### config.mk
export PLATFORM = sky130hd
export DESIGN_NAME = integer_to_ascii_formatter_core
export DESIGN_NICKNAME = d
export VERILOG_FILES = /design/src/design/iaf_pkg.sv /design/src/design/iaf_datapath.sv /design/src/design/iaf_ctrl.sv /design/src/design/integer_to_ascii_formatter_core.sv
export SDC_FILE = /design/constraint.sdc
export NUM_CORES = 1
export LEC_CHECK = 0
export BUFFER_PORTS_ARGS = -buffer_cell sky130_fd_sc_hd__buf_2
export CAP_MARGIN = 20
export CORE_MARGIN = 2
export CORE_UTILIZATION = 25
export CTS_CLUSTER_SIZE = 14
export DETAILED_ROUTE_END_ITERATION = 16
export HOLD_SLACK_MARGIN = 0.1
export PLACE_DENSITY = 0.46
export SLEW_MARGIN = 20
export SYNTH_ARGS = -nofsm -noshare
export SYNTH_HDL_FRONTEND = slang
export SYNTH_SLANG_ARGS = --single-unit
export TNS_END_PERCENT = 1
### constraint.sdc
create_clock -name clk -period 5.9 [get_ports clk]
set_input_delay 0.59 -clock clk [delete_from_list [all_inputs] [get_ports clk]]
set_output_delay 0.59 -clock clk [all_outputs]
set_load 0.01 [all_outputs]
### src/design/iaf_pkg.sv
// ----------------------------------------------------------------------------
// iaf_pkg
// Types, codes and character helpers shared by the formatter modules.
// ----------------------------------------------------------------------------
package iaf_pkg;

	// format modes
	typedef enum logic [2:0] {
		MODE_SDEC = 3'd0,
		MODE_UDEC = 3'd1,
		MODE_HEXL = 3'd2,
		MODE_HEXU = 3'd3,
		MODE_PTR  = 3'd4
	} mode_t;

	localparam int VAL_W      = 64;
	localparam int BIN_W      = 32;
	localparam int CHAR_W     = 7;
	localparam int NIB_W      = 4;
	localparam int DIG_MAX    = VAL_W / NIB_W;
	localparam int DEC_DIGITS = 10;
	localparam int NIL_LEN    = 5;

	localparam logic [CHAR_W-1:0] CH_ZERO  = 7'h30;
	localparam logic [CHAR_W-1:0] CH_LOWA  = 7'h61;
	localparam logic [CHAR_W-1:0] CH_UPA   = 7'h41;
	localparam logic [CHAR_W-1:0] CH_MINUS = 7'h2d;

	// one input item
	typedef struct packed {
		logic [2:0]       action;
		logic [VAL_W-1:0] value;
	} in_item_t;

	// one result item
	typedef struct packed {
		logic [CHAR_W-1:0] char_code;
		logic              last;
	} out_item_t;

	// controller to datapath
	typedef struct packed {
		logic load;
		logic conv;
		logic skip;
		logic emit_sign;
		logic emit_digit;
		logic emit_nil;
	} cmd_t;

	// datapath to controller
	typedef struct packed {
		logic is_nil;
		logic is_dec;
		logic negative;
		logic conv_done;
		logic lead_zero;
		logic digit_last;
		logic nil_last;
	} stat_t;

	// ascii of one hex or decimal digit
	function automatic logic [CHAR_W-1:0] digit_char(input logic [NIB_W-1:0] nib,
		input logic upper);
		logic [CHAR_W-1:0] base;
		begin
			base = upper ? CH_UPA : CH_LOWA;
			if (nib < 4'd10)
				digit_char = CH_ZERO + CHAR_W'(nib);
			else
				digit_char = base + CHAR_W'(nib - 4'd10);
		end
	endfunction

	// "(nil)" text by position
	function automatic logic [CHAR_W-1:0] nil_char(input logic [2:0] idx);
		logic [CHAR_W-1:0] c;
		begin
			case (idx)
				3'd0:    c = 7'h28;
				3'd1:    c = 7'h6e;
				3'd2:    c = 7'h69;
				3'd3:    c = 7'h6c;
				3'd4:    c = 7'h29;
				default: c = 7'h29;
			endcase
			nil_char = c;
		end
	endfunction

endpackage

### src/design/iaf_datapath.sv
// ----------------------------------------------------------------------------
// iaf_datapath
// Digit register, binary to bcd shifter, leading zero skip and result register.
// ----------------------------------------------------------------------------
module iaf_datapath (
	input  logic              clk,
	input  logic              arst_n,
	input  iaf_pkg::in_item_t item,
	input  iaf_pkg::cmd_t     cmd,
	output iaf_pkg::stat_t    stat,
	output logic              strobe,
	output iaf_pkg::out_item_t result
);

	logic [iaf_pkg::VAL_W-1:0] dig_q;
	logic [iaf_pkg::BIN_W-1:0] bin_q;
	logic [4:0]                cnt_q;
	logic [4:0]                ndig_q;
	logic                      neg_q;
	logic                      dec_q;
	logic                      upper_q;
	logic                      nil_q;
	logic                      strobe_q;
	iaf_pkg::out_item_t        res_q;

	logic [iaf_pkg::BIN_W-1:0] low;
	logic [iaf_pkg::VAL_W-1:0] adj;
	logic [iaf_pkg::NIB_W-1:0] top_nib;

	assign low     = item.value[iaf_pkg::BIN_W-1:0];
	assign top_nib = dig_q[iaf_pkg::VAL_W-1 -: iaf_pkg::NIB_W];

	// add three to every bcd digit of five or more before the shift
	always_comb begin
		adj = dig_q;
		for (int i = 0; i < iaf_pkg::DEC_DIGITS; i++) begin
			if (dig_q[i*iaf_pkg::NIB_W +: iaf_pkg::NIB_W] >= 4'd5)
				adj[i*iaf_pkg::NIB_W +: iaf_pkg::NIB_W] =
					dig_q[i*iaf_pkg::NIB_W +: iaf_pkg::NIB_W] + 4'd3;
		end
	end

	// digit register and counters
	always_ff @(posedge clk) begin
		if (cmd.load) begin
			cnt_q   <= '0;
			ndig_q  <= 5'(iaf_pkg::DIG_MAX);
			neg_q   <= 1'b0;
			dec_q   <= 1'b0;
			upper_q <= 1'b0;
			nil_q   <= 1'b0;
			bin_q   <= low;
			dig_q   <= {{(iaf_pkg::VAL_W-iaf_pkg::BIN_W){1'b0}}, low};
			case (item.action)
				iaf_pkg::MODE_SDEC: begin
					dec_q <= 1'b1;
					neg_q <= low[iaf_pkg::BIN_W-1];
					dig_q <= '0;
					if (low[iaf_pkg::BIN_W-1])
						bin_q <= ~low + 1'b1;
				end
				iaf_pkg::MODE_UDEC: begin
					dec_q <= 1'b1;
					dig_q <= '0;
				end
				iaf_pkg::MODE_HEXU: begin
					upper_q <= 1'b1;
				end
				iaf_pkg::MODE_PTR: begin
					dig_q <= item.value;
					nil_q <= (item.value == '0);
				end
				default: begin
				end
			endcase
		end else if (cmd.conv) begin
			dig_q <= {adj[iaf_pkg::VAL_W-2:0], bin_q[iaf_pkg::BIN_W-1]};
			bin_q <= {bin_q[iaf_pkg::BIN_W-2:0], 1'b0};
			cnt_q <= cnt_q + 5'd1;
		end else if (cmd.skip || cmd.emit_digit) begin
			dig_q  <= {dig_q[iaf_pkg::VAL_W-iaf_pkg::NIB_W-1:0], {iaf_pkg::NIB_W{1'b0}}};
			ndig_q <= ndig_q - 5'd1;
		end else if (cmd.emit_nil) begin
			cnt_q <= cnt_q + 5'd1;
		end
	end

	// status back to the controller
	always_comb begin
		stat.is_nil     = nil_q;
		stat.is_dec     = dec_q;
		stat.negative   = neg_q;
		stat.conv_done  = (cnt_q == 5'(iaf_pkg::BIN_W - 1));
		stat.lead_zero  = (top_nib == '0) && (ndig_q != 5'd1);
		stat.digit_last = (ndig_q == 5'd1);
		stat.nil_last   = (cnt_q[2:0] == 3'(iaf_pkg::NIL_LEN - 1));
	end

	// result strobe
	always_ff @(posedge clk or negedge arst_n) begin
		if (!arst_n)
			strobe_q <= 1'b0;
		else
			strobe_q <= cmd.emit_sign | cmd.emit_digit | cmd.emit_nil;
	end

	// result payload
	always_ff @(posedge clk) begin
		if (cmd.emit_sign) begin
			res_q.char_code <= iaf_pkg::CH_MINUS;
			res_q.last      <= 1'b0;
		end else if (cmd.emit_nil) begin
			res_q.char_code <= iaf_pkg::nil_char(cnt_q[2:0]);
			res_q.last      <= stat.nil_last;
		end else if (cmd.emit_digit) begin
			res_q.char_code <= iaf_pkg::digit_char(top_nib, upper_q);
			res_q.last      <= stat.digit_last;
		end
	end

	assign strobe = strobe_q;
	assign result = res_q;

endmodule

### src/design/iaf_ctrl.sv
// ----------------------------------------------------------------------------
// iaf_ctrl
// Sequencer: load, bcd conversion, zero skip, sign and character emission.
// ----------------------------------------------------------------------------
module iaf_ctrl (
	input  logic              clk,
	input  logic              arst_n,
	input  logic              start,
	input  logic [2:0]        action,
	input  iaf_pkg::stat_t    stat,
	output iaf_pkg::cmd_t     cmd,
	output logic              busy
);

	typedef enum logic [6:0] {
		ST_IDLE  = 7'b0000001,
		ST_PREP  = 7'b0000010,
		ST_CONV  = 7'b0000100,
		ST_SKIP  = 7'b0001000,
		ST_SIGN  = 7'b0010000,
		ST_DIGIT = 7'b0100000,
		ST_NIL   = 7'b1000000
	} state_t;

	state_t state_q, state_d;
	logic   mode_ok;

	assign mode_ok = action inside {[iaf_pkg::MODE_SDEC:iaf_pkg::MODE_PTR]};

	// next state and commands
	always_comb begin
		state_d = state_q;
		cmd     = '0;
		case (state_q)
			ST_IDLE: begin
				if (start && mode_ok) begin
					cmd.load = 1'b1;
					state_d  = ST_PREP;
				end
			end
			ST_PREP: begin
				if (stat.is_nil)
					state_d = ST_NIL;
				else if (stat.is_dec)
					state_d = ST_CONV;
				else
					state_d = ST_SKIP;
			end
			ST_CONV: begin
				cmd.conv = 1'b1;
				if (stat.conv_done)
					state_d = ST_SKIP;
			end
			ST_SKIP: begin
				if (stat.lead_zero)
					cmd.skip = 1'b1;
				else if (stat.negative)
					state_d = ST_SIGN;
				else
					state_d = ST_DIGIT;
			end
			ST_SIGN: begin
				cmd.emit_sign = 1'b1;
				state_d       = ST_DIGIT;
			end
			ST_DIGIT: begin
				cmd.emit_digit = 1'b1;
				if (stat.digit_last)
					state_d = ST_IDLE;
			end
			ST_NIL: begin
				cmd.emit_nil = 1'b1;
				if (stat.nil_last)
					state_d = ST_IDLE;
			end
			default: begin
				state_d = ST_IDLE;
			end
		endcase
	end

	// state register
	always_ff @(posedge clk or negedge arst_n) begin
		if (!arst_n)
			state_q <= ST_IDLE;
		else
			state_q <= state_d;
	end

	assign busy = (state_q != ST_IDLE);

endmodule

### src/design/integer_to_ascii_formatter_core.sv
// ----------------------------------------------------------------------------
// integer_to_ascii_formatter_core
// Formats a 32-bit or 64-bit integer as ascii, one character per result.
// ----------------------------------------------------------------------------
// An item is taken when start is high and busy is low; the characters then
// come out most significant first, one per strobe cycle, the final one with
// last set, and must be taken as they appear. With n characters an item holds
// busy through: hex modes prep, 16 - n zero skips, the step that leaves the
// skip state and n digits; decimal modes the same with the 32 shift-and-adjust
// steps of the bcd converter added, and a sign step for a minus sign; zero
// pointer prep and five characters. An undefined mode is taken and gives no
// characters. The last strobe shows in the first cycle with busy low, so the
// next item may be taken while it is on the result ports.
module integer_to_ascii_formatter_core (
	input  logic               clk,
	input  logic               arst_n,
	input  logic               start,
	output logic               busy,
	input  iaf_pkg::in_item_t  item,
	output logic               strobe,
	output iaf_pkg::out_item_t result
);

	iaf_pkg::cmd_t  cmd;
	iaf_pkg::stat_t stat;

	// sequencer
	iaf_ctrl u_ctrl (
		.clk    (clk),
		.arst_n (arst_n),
		.start  (start),
		.action (item.action),
		.stat   (stat),
		.cmd    (cmd),
		.busy   (busy)
	);

	// digit datapath
	iaf_datapath u_dp (
		.clk    (clk),
		.arst_n (arst_n),
		.item   (item),
		.cmd    (cmd),
		.stat   (stat),
		.strobe (strobe),
		.result (result)
	);

endmodule

==> results by group <==
Outcome
  • Outcome: complete, no violations

Die
  • Initial core utilization: roughly a quarter
  • # IOs: 80
  • Core area: about 0.031 mm^2
  • Die area: roughly 0.033 mm^2
  • FP Rows: 65
  • Die W: approximately 180 um
  • Die Ht: about 180 um

Detailed routing
  • 1st-pass router iterations: 5
  • Initial detailed-routing violation count: 490
  • Number of antenna-violating nets in the routed design: 0
  • Routed wire per std cell: around 17 um
  • WL final: roughly 22 mm
  • DR vias/cell: between 5 and 6
  • Via count: 6614
  • Detailed-route DRC error count: 0

Placed design
  • DP HPWL: 15.67 mm
  • Post-DP Area: 0.008767 mm^2
  • # port buffers: 79
  • Final GP Congestion: between 0.7 and 0.8
  • DP Worst Slack: between 2000 and 2500 ps

Worst setup path
  • Worst path buffer plus inverter count: 2
  • Critical Path Most Common Cell: buf_4
  • Worst setup SP type: flop
  • FF-to-FF path depth: 5
  • R2r startpoint: u_ctrl.state_q[4]
  • Cell at the slowest stage of the critical path: or2_2
  • Critical path peak fanout: 36
  • CP delay by family, top: simple AND/OR/NAND/NOR gates
  • WP data arrival: approximately 3600 ps
  • Critical path origin: u_ctrl.state_q[4]
  • Critical path class: flop to flop
  • Crit path capture type: flop
  • WP depth: 5
  • Max stage delay on crit path: 850 ps
  • WP data required: 5980 ps
  • Crit-path cells: or4_4, a211oi_4, buf_4, or2_2, buf_4

CTS
  • Number of H-tree levels: 4
  • Num CTS Buffers: 17
  • Number of setup buffers added after CTS: 0
  • Clk sinks: 126
  • TritonCTS clock tree: yes
  • Worst skew pair latency: roughly 430 ps
  • Post_cts resized: 0
  • CTS clk-pin slew, worst paths: 60 ps
  • Root buffer cell: clkbuf_16
  • Max Buffers Root-to-Sink: 2

Logic synthesis
  • Synth warn: 0
  • Synth Area in Adders: ~5.7%
  • Yosys cell types: 63
  • Register bit total from synthesis: 126
  • Biggest area consumer among synthesized cells: edfxtp_1
  • Post-synthesis sequential area ratio: between 40% and 50%
  • Synth Flop Type: edfxtp_1
  • Mux contribution to synthesized area: less than 1%
  • Share of the synthesized area in the top cell type: ~38%
  • Top post-synthesis cells by area: edfxtp_1, ha_1, dfxtp_1
  • Synth Area in Compound Gates: around 18%
  • Post-synthesis cell count: roughly 850
  • Syn avg cell area: around 9.4 um^2
  • Synth Area in Simple Gates: 20.90%
  • XOR/XNOR share of the synthesized area: 5.403%
  • Async SR Flop Fraction: 6.349%
  • EDFF count, synth: 100
  • Cell Area, Synth: about 0.008 mm^2
  • Mapped Nets: approximately 950
  • Main combinational cell family by area after synthesis: simple AND/OR/NAND/NOR gates

Timing
  • Worst-margin pin slew: about 960 ps
  • Final setup violation count: 0
  • Setup TNS: 0 ps
  • Hold Vio Cnt, Final: 0
  • Period utilization: 59.75%
  • Min Tclk post-route: ~3500 ps
  • Fin. max-slew vios: 0
  • Slew HR: a little over a third
  • Clock Skews: between 9 and 10 ps
  • Max frequency: between 0.2 and 0.3 GHz
  • Setup ws final: ~2400 ps
  • RSZ-0062 raised after global routing: no

Global routing
  • Vias in the first global route: between 6000 and 7000
  • First-pass GRT wire length: roughly 35 mm
  • Largest net degree at the start of global routing: around 120
  • GRT overflow: 0
  • Initial antenna violation count: 0
  • Total GRT Usage: between 10% and 20%

Run
  • Max_cap viols: 0

Final layout
  • Area growth syn-to-layout: 18.19%
  • Ant. Diodes: 0
  • Final core occ: 29.90%
  • Most common cell after layout, fill and taps aside: edfxtp_1
  • Layout cells sized above 1: between 15 and 20%
  • Most frequent cells in the layout: edfxtp_1, nand2_1, buf_2, nor2_1, a21oi_1
  • Final-stage net count: a little over 1000
  • Fillers: between 3000 and 4000
  • Final instance area: between 0.009 and 0.01 mm^2

Hold path
  • Worst hold path class: flop to flop
  • HP Start: u_dp.result[2]
  • WHS Path Cells: 2

Power
  • Max VDD drop: about 0.20 mV
  • Power Density: ~370 mW/mm^2
  • Leakage power: 0.003481 uW
  • Total power: 3470 uW
## what timing repair did
item                                    in CTS  in global routing
hold buffers                                 1                  0
hold endpoints to repair                     7                  0
endpoints found under the setup margin       0                  0
## worst reg2reg max path: cells and delay by family, from the launching register on
kind                   cells  cell delay (ps)
AO/OA/AOI/OAI              1              170
AND/OR/NAND/NOR            2             1500
buffers and inverters      2              950
flip-flops                 1              540
## path summary, 6_finish.rpt
check                                    end  slack [ps]
max                           u_dp.dig_q[18]        2380
min                           u_dp.result[2]         450
max reg2reg                   u_dp.dig_q[18]        2380
min reg2reg                   u_dp.result[2]         450
max in group asynchronous  u_ctrl.state_q[0]        5100
min in group asynchronous  u_ctrl.state_q[5]         550
## metrics by stage
stage,hold WS (ps),std cells
final,447.2,1321
after global placement,442.0,1287
after floorplan,294.4,847
after detailed placement,439.6,1288
after global routing,475.5,1321
after CTS,454.0,1321
## synthesized netlist by cell type, drive strengths merged, types with 16 or more instances
master,instances
a21oi,53
a221o,20
and3,25
clkbuf,34
dfxtp,18
edfxtp,100
ha,36
inv,42
nand2,91
nand2b,16
nand3,51
nor2,62
nor3b,22
nor4,17
o211ai,41
o21ai,63
xnor2,26
xor2,23
## logic make-up (layout without fill, tap and decap cells)
kind of cell,Yosys count,after routing
mux,2,2
compound gates,223,223
buf+inv,90,162
simple gates,321,321
flops,126,126
fa+ha+maj,36,36
xor+xnor,49,49
## power breakdown
part           total, uW  internal, uW  switching, uW
Sequential          1380          1240            142
Clock               1110           672            440
Combinational        975           389            587
Total               3470          2300           1170
## routing by layer
layer  up-vias  wire length [um]  track usage, %
met5         -                 0               0
met4         0               224           4.065
met3        17              1119           2.495
met2       200              9781           20.53
met1      3139             10940           19.59
li1       3258                 -               -
## area by class of cell
type	instances	area, um^2	area share, %
Clock buffer	18	429.2	4.572
Inverter	43	161.4	1.719
Sequential cell	126	3565	37.97
Multi-Input combinational cell	631	4058	43.22
Tap cell	402	503.0	5.358
Timing Repair Buffer	87	490.5	5.225
Clock inverter	14	181.4	1.933
## sequential cells by signal, summed over array words and instances, names as in the netlist
register / count
u_dp.dig_q: 64
u_dp.bin_q: 32
u_dp.cnt_q: 5
u_dp.neg_q: 1
u_dp.nil_q: 1
u_dp.ndig_q: 5
u_dp.dec_q: 1
u_ctrl.state_q: 7
u_dp.result: 8
u_dp.upper_q: 1
u_dp.strobe: 1
Power figures use the tool's default switching activity.
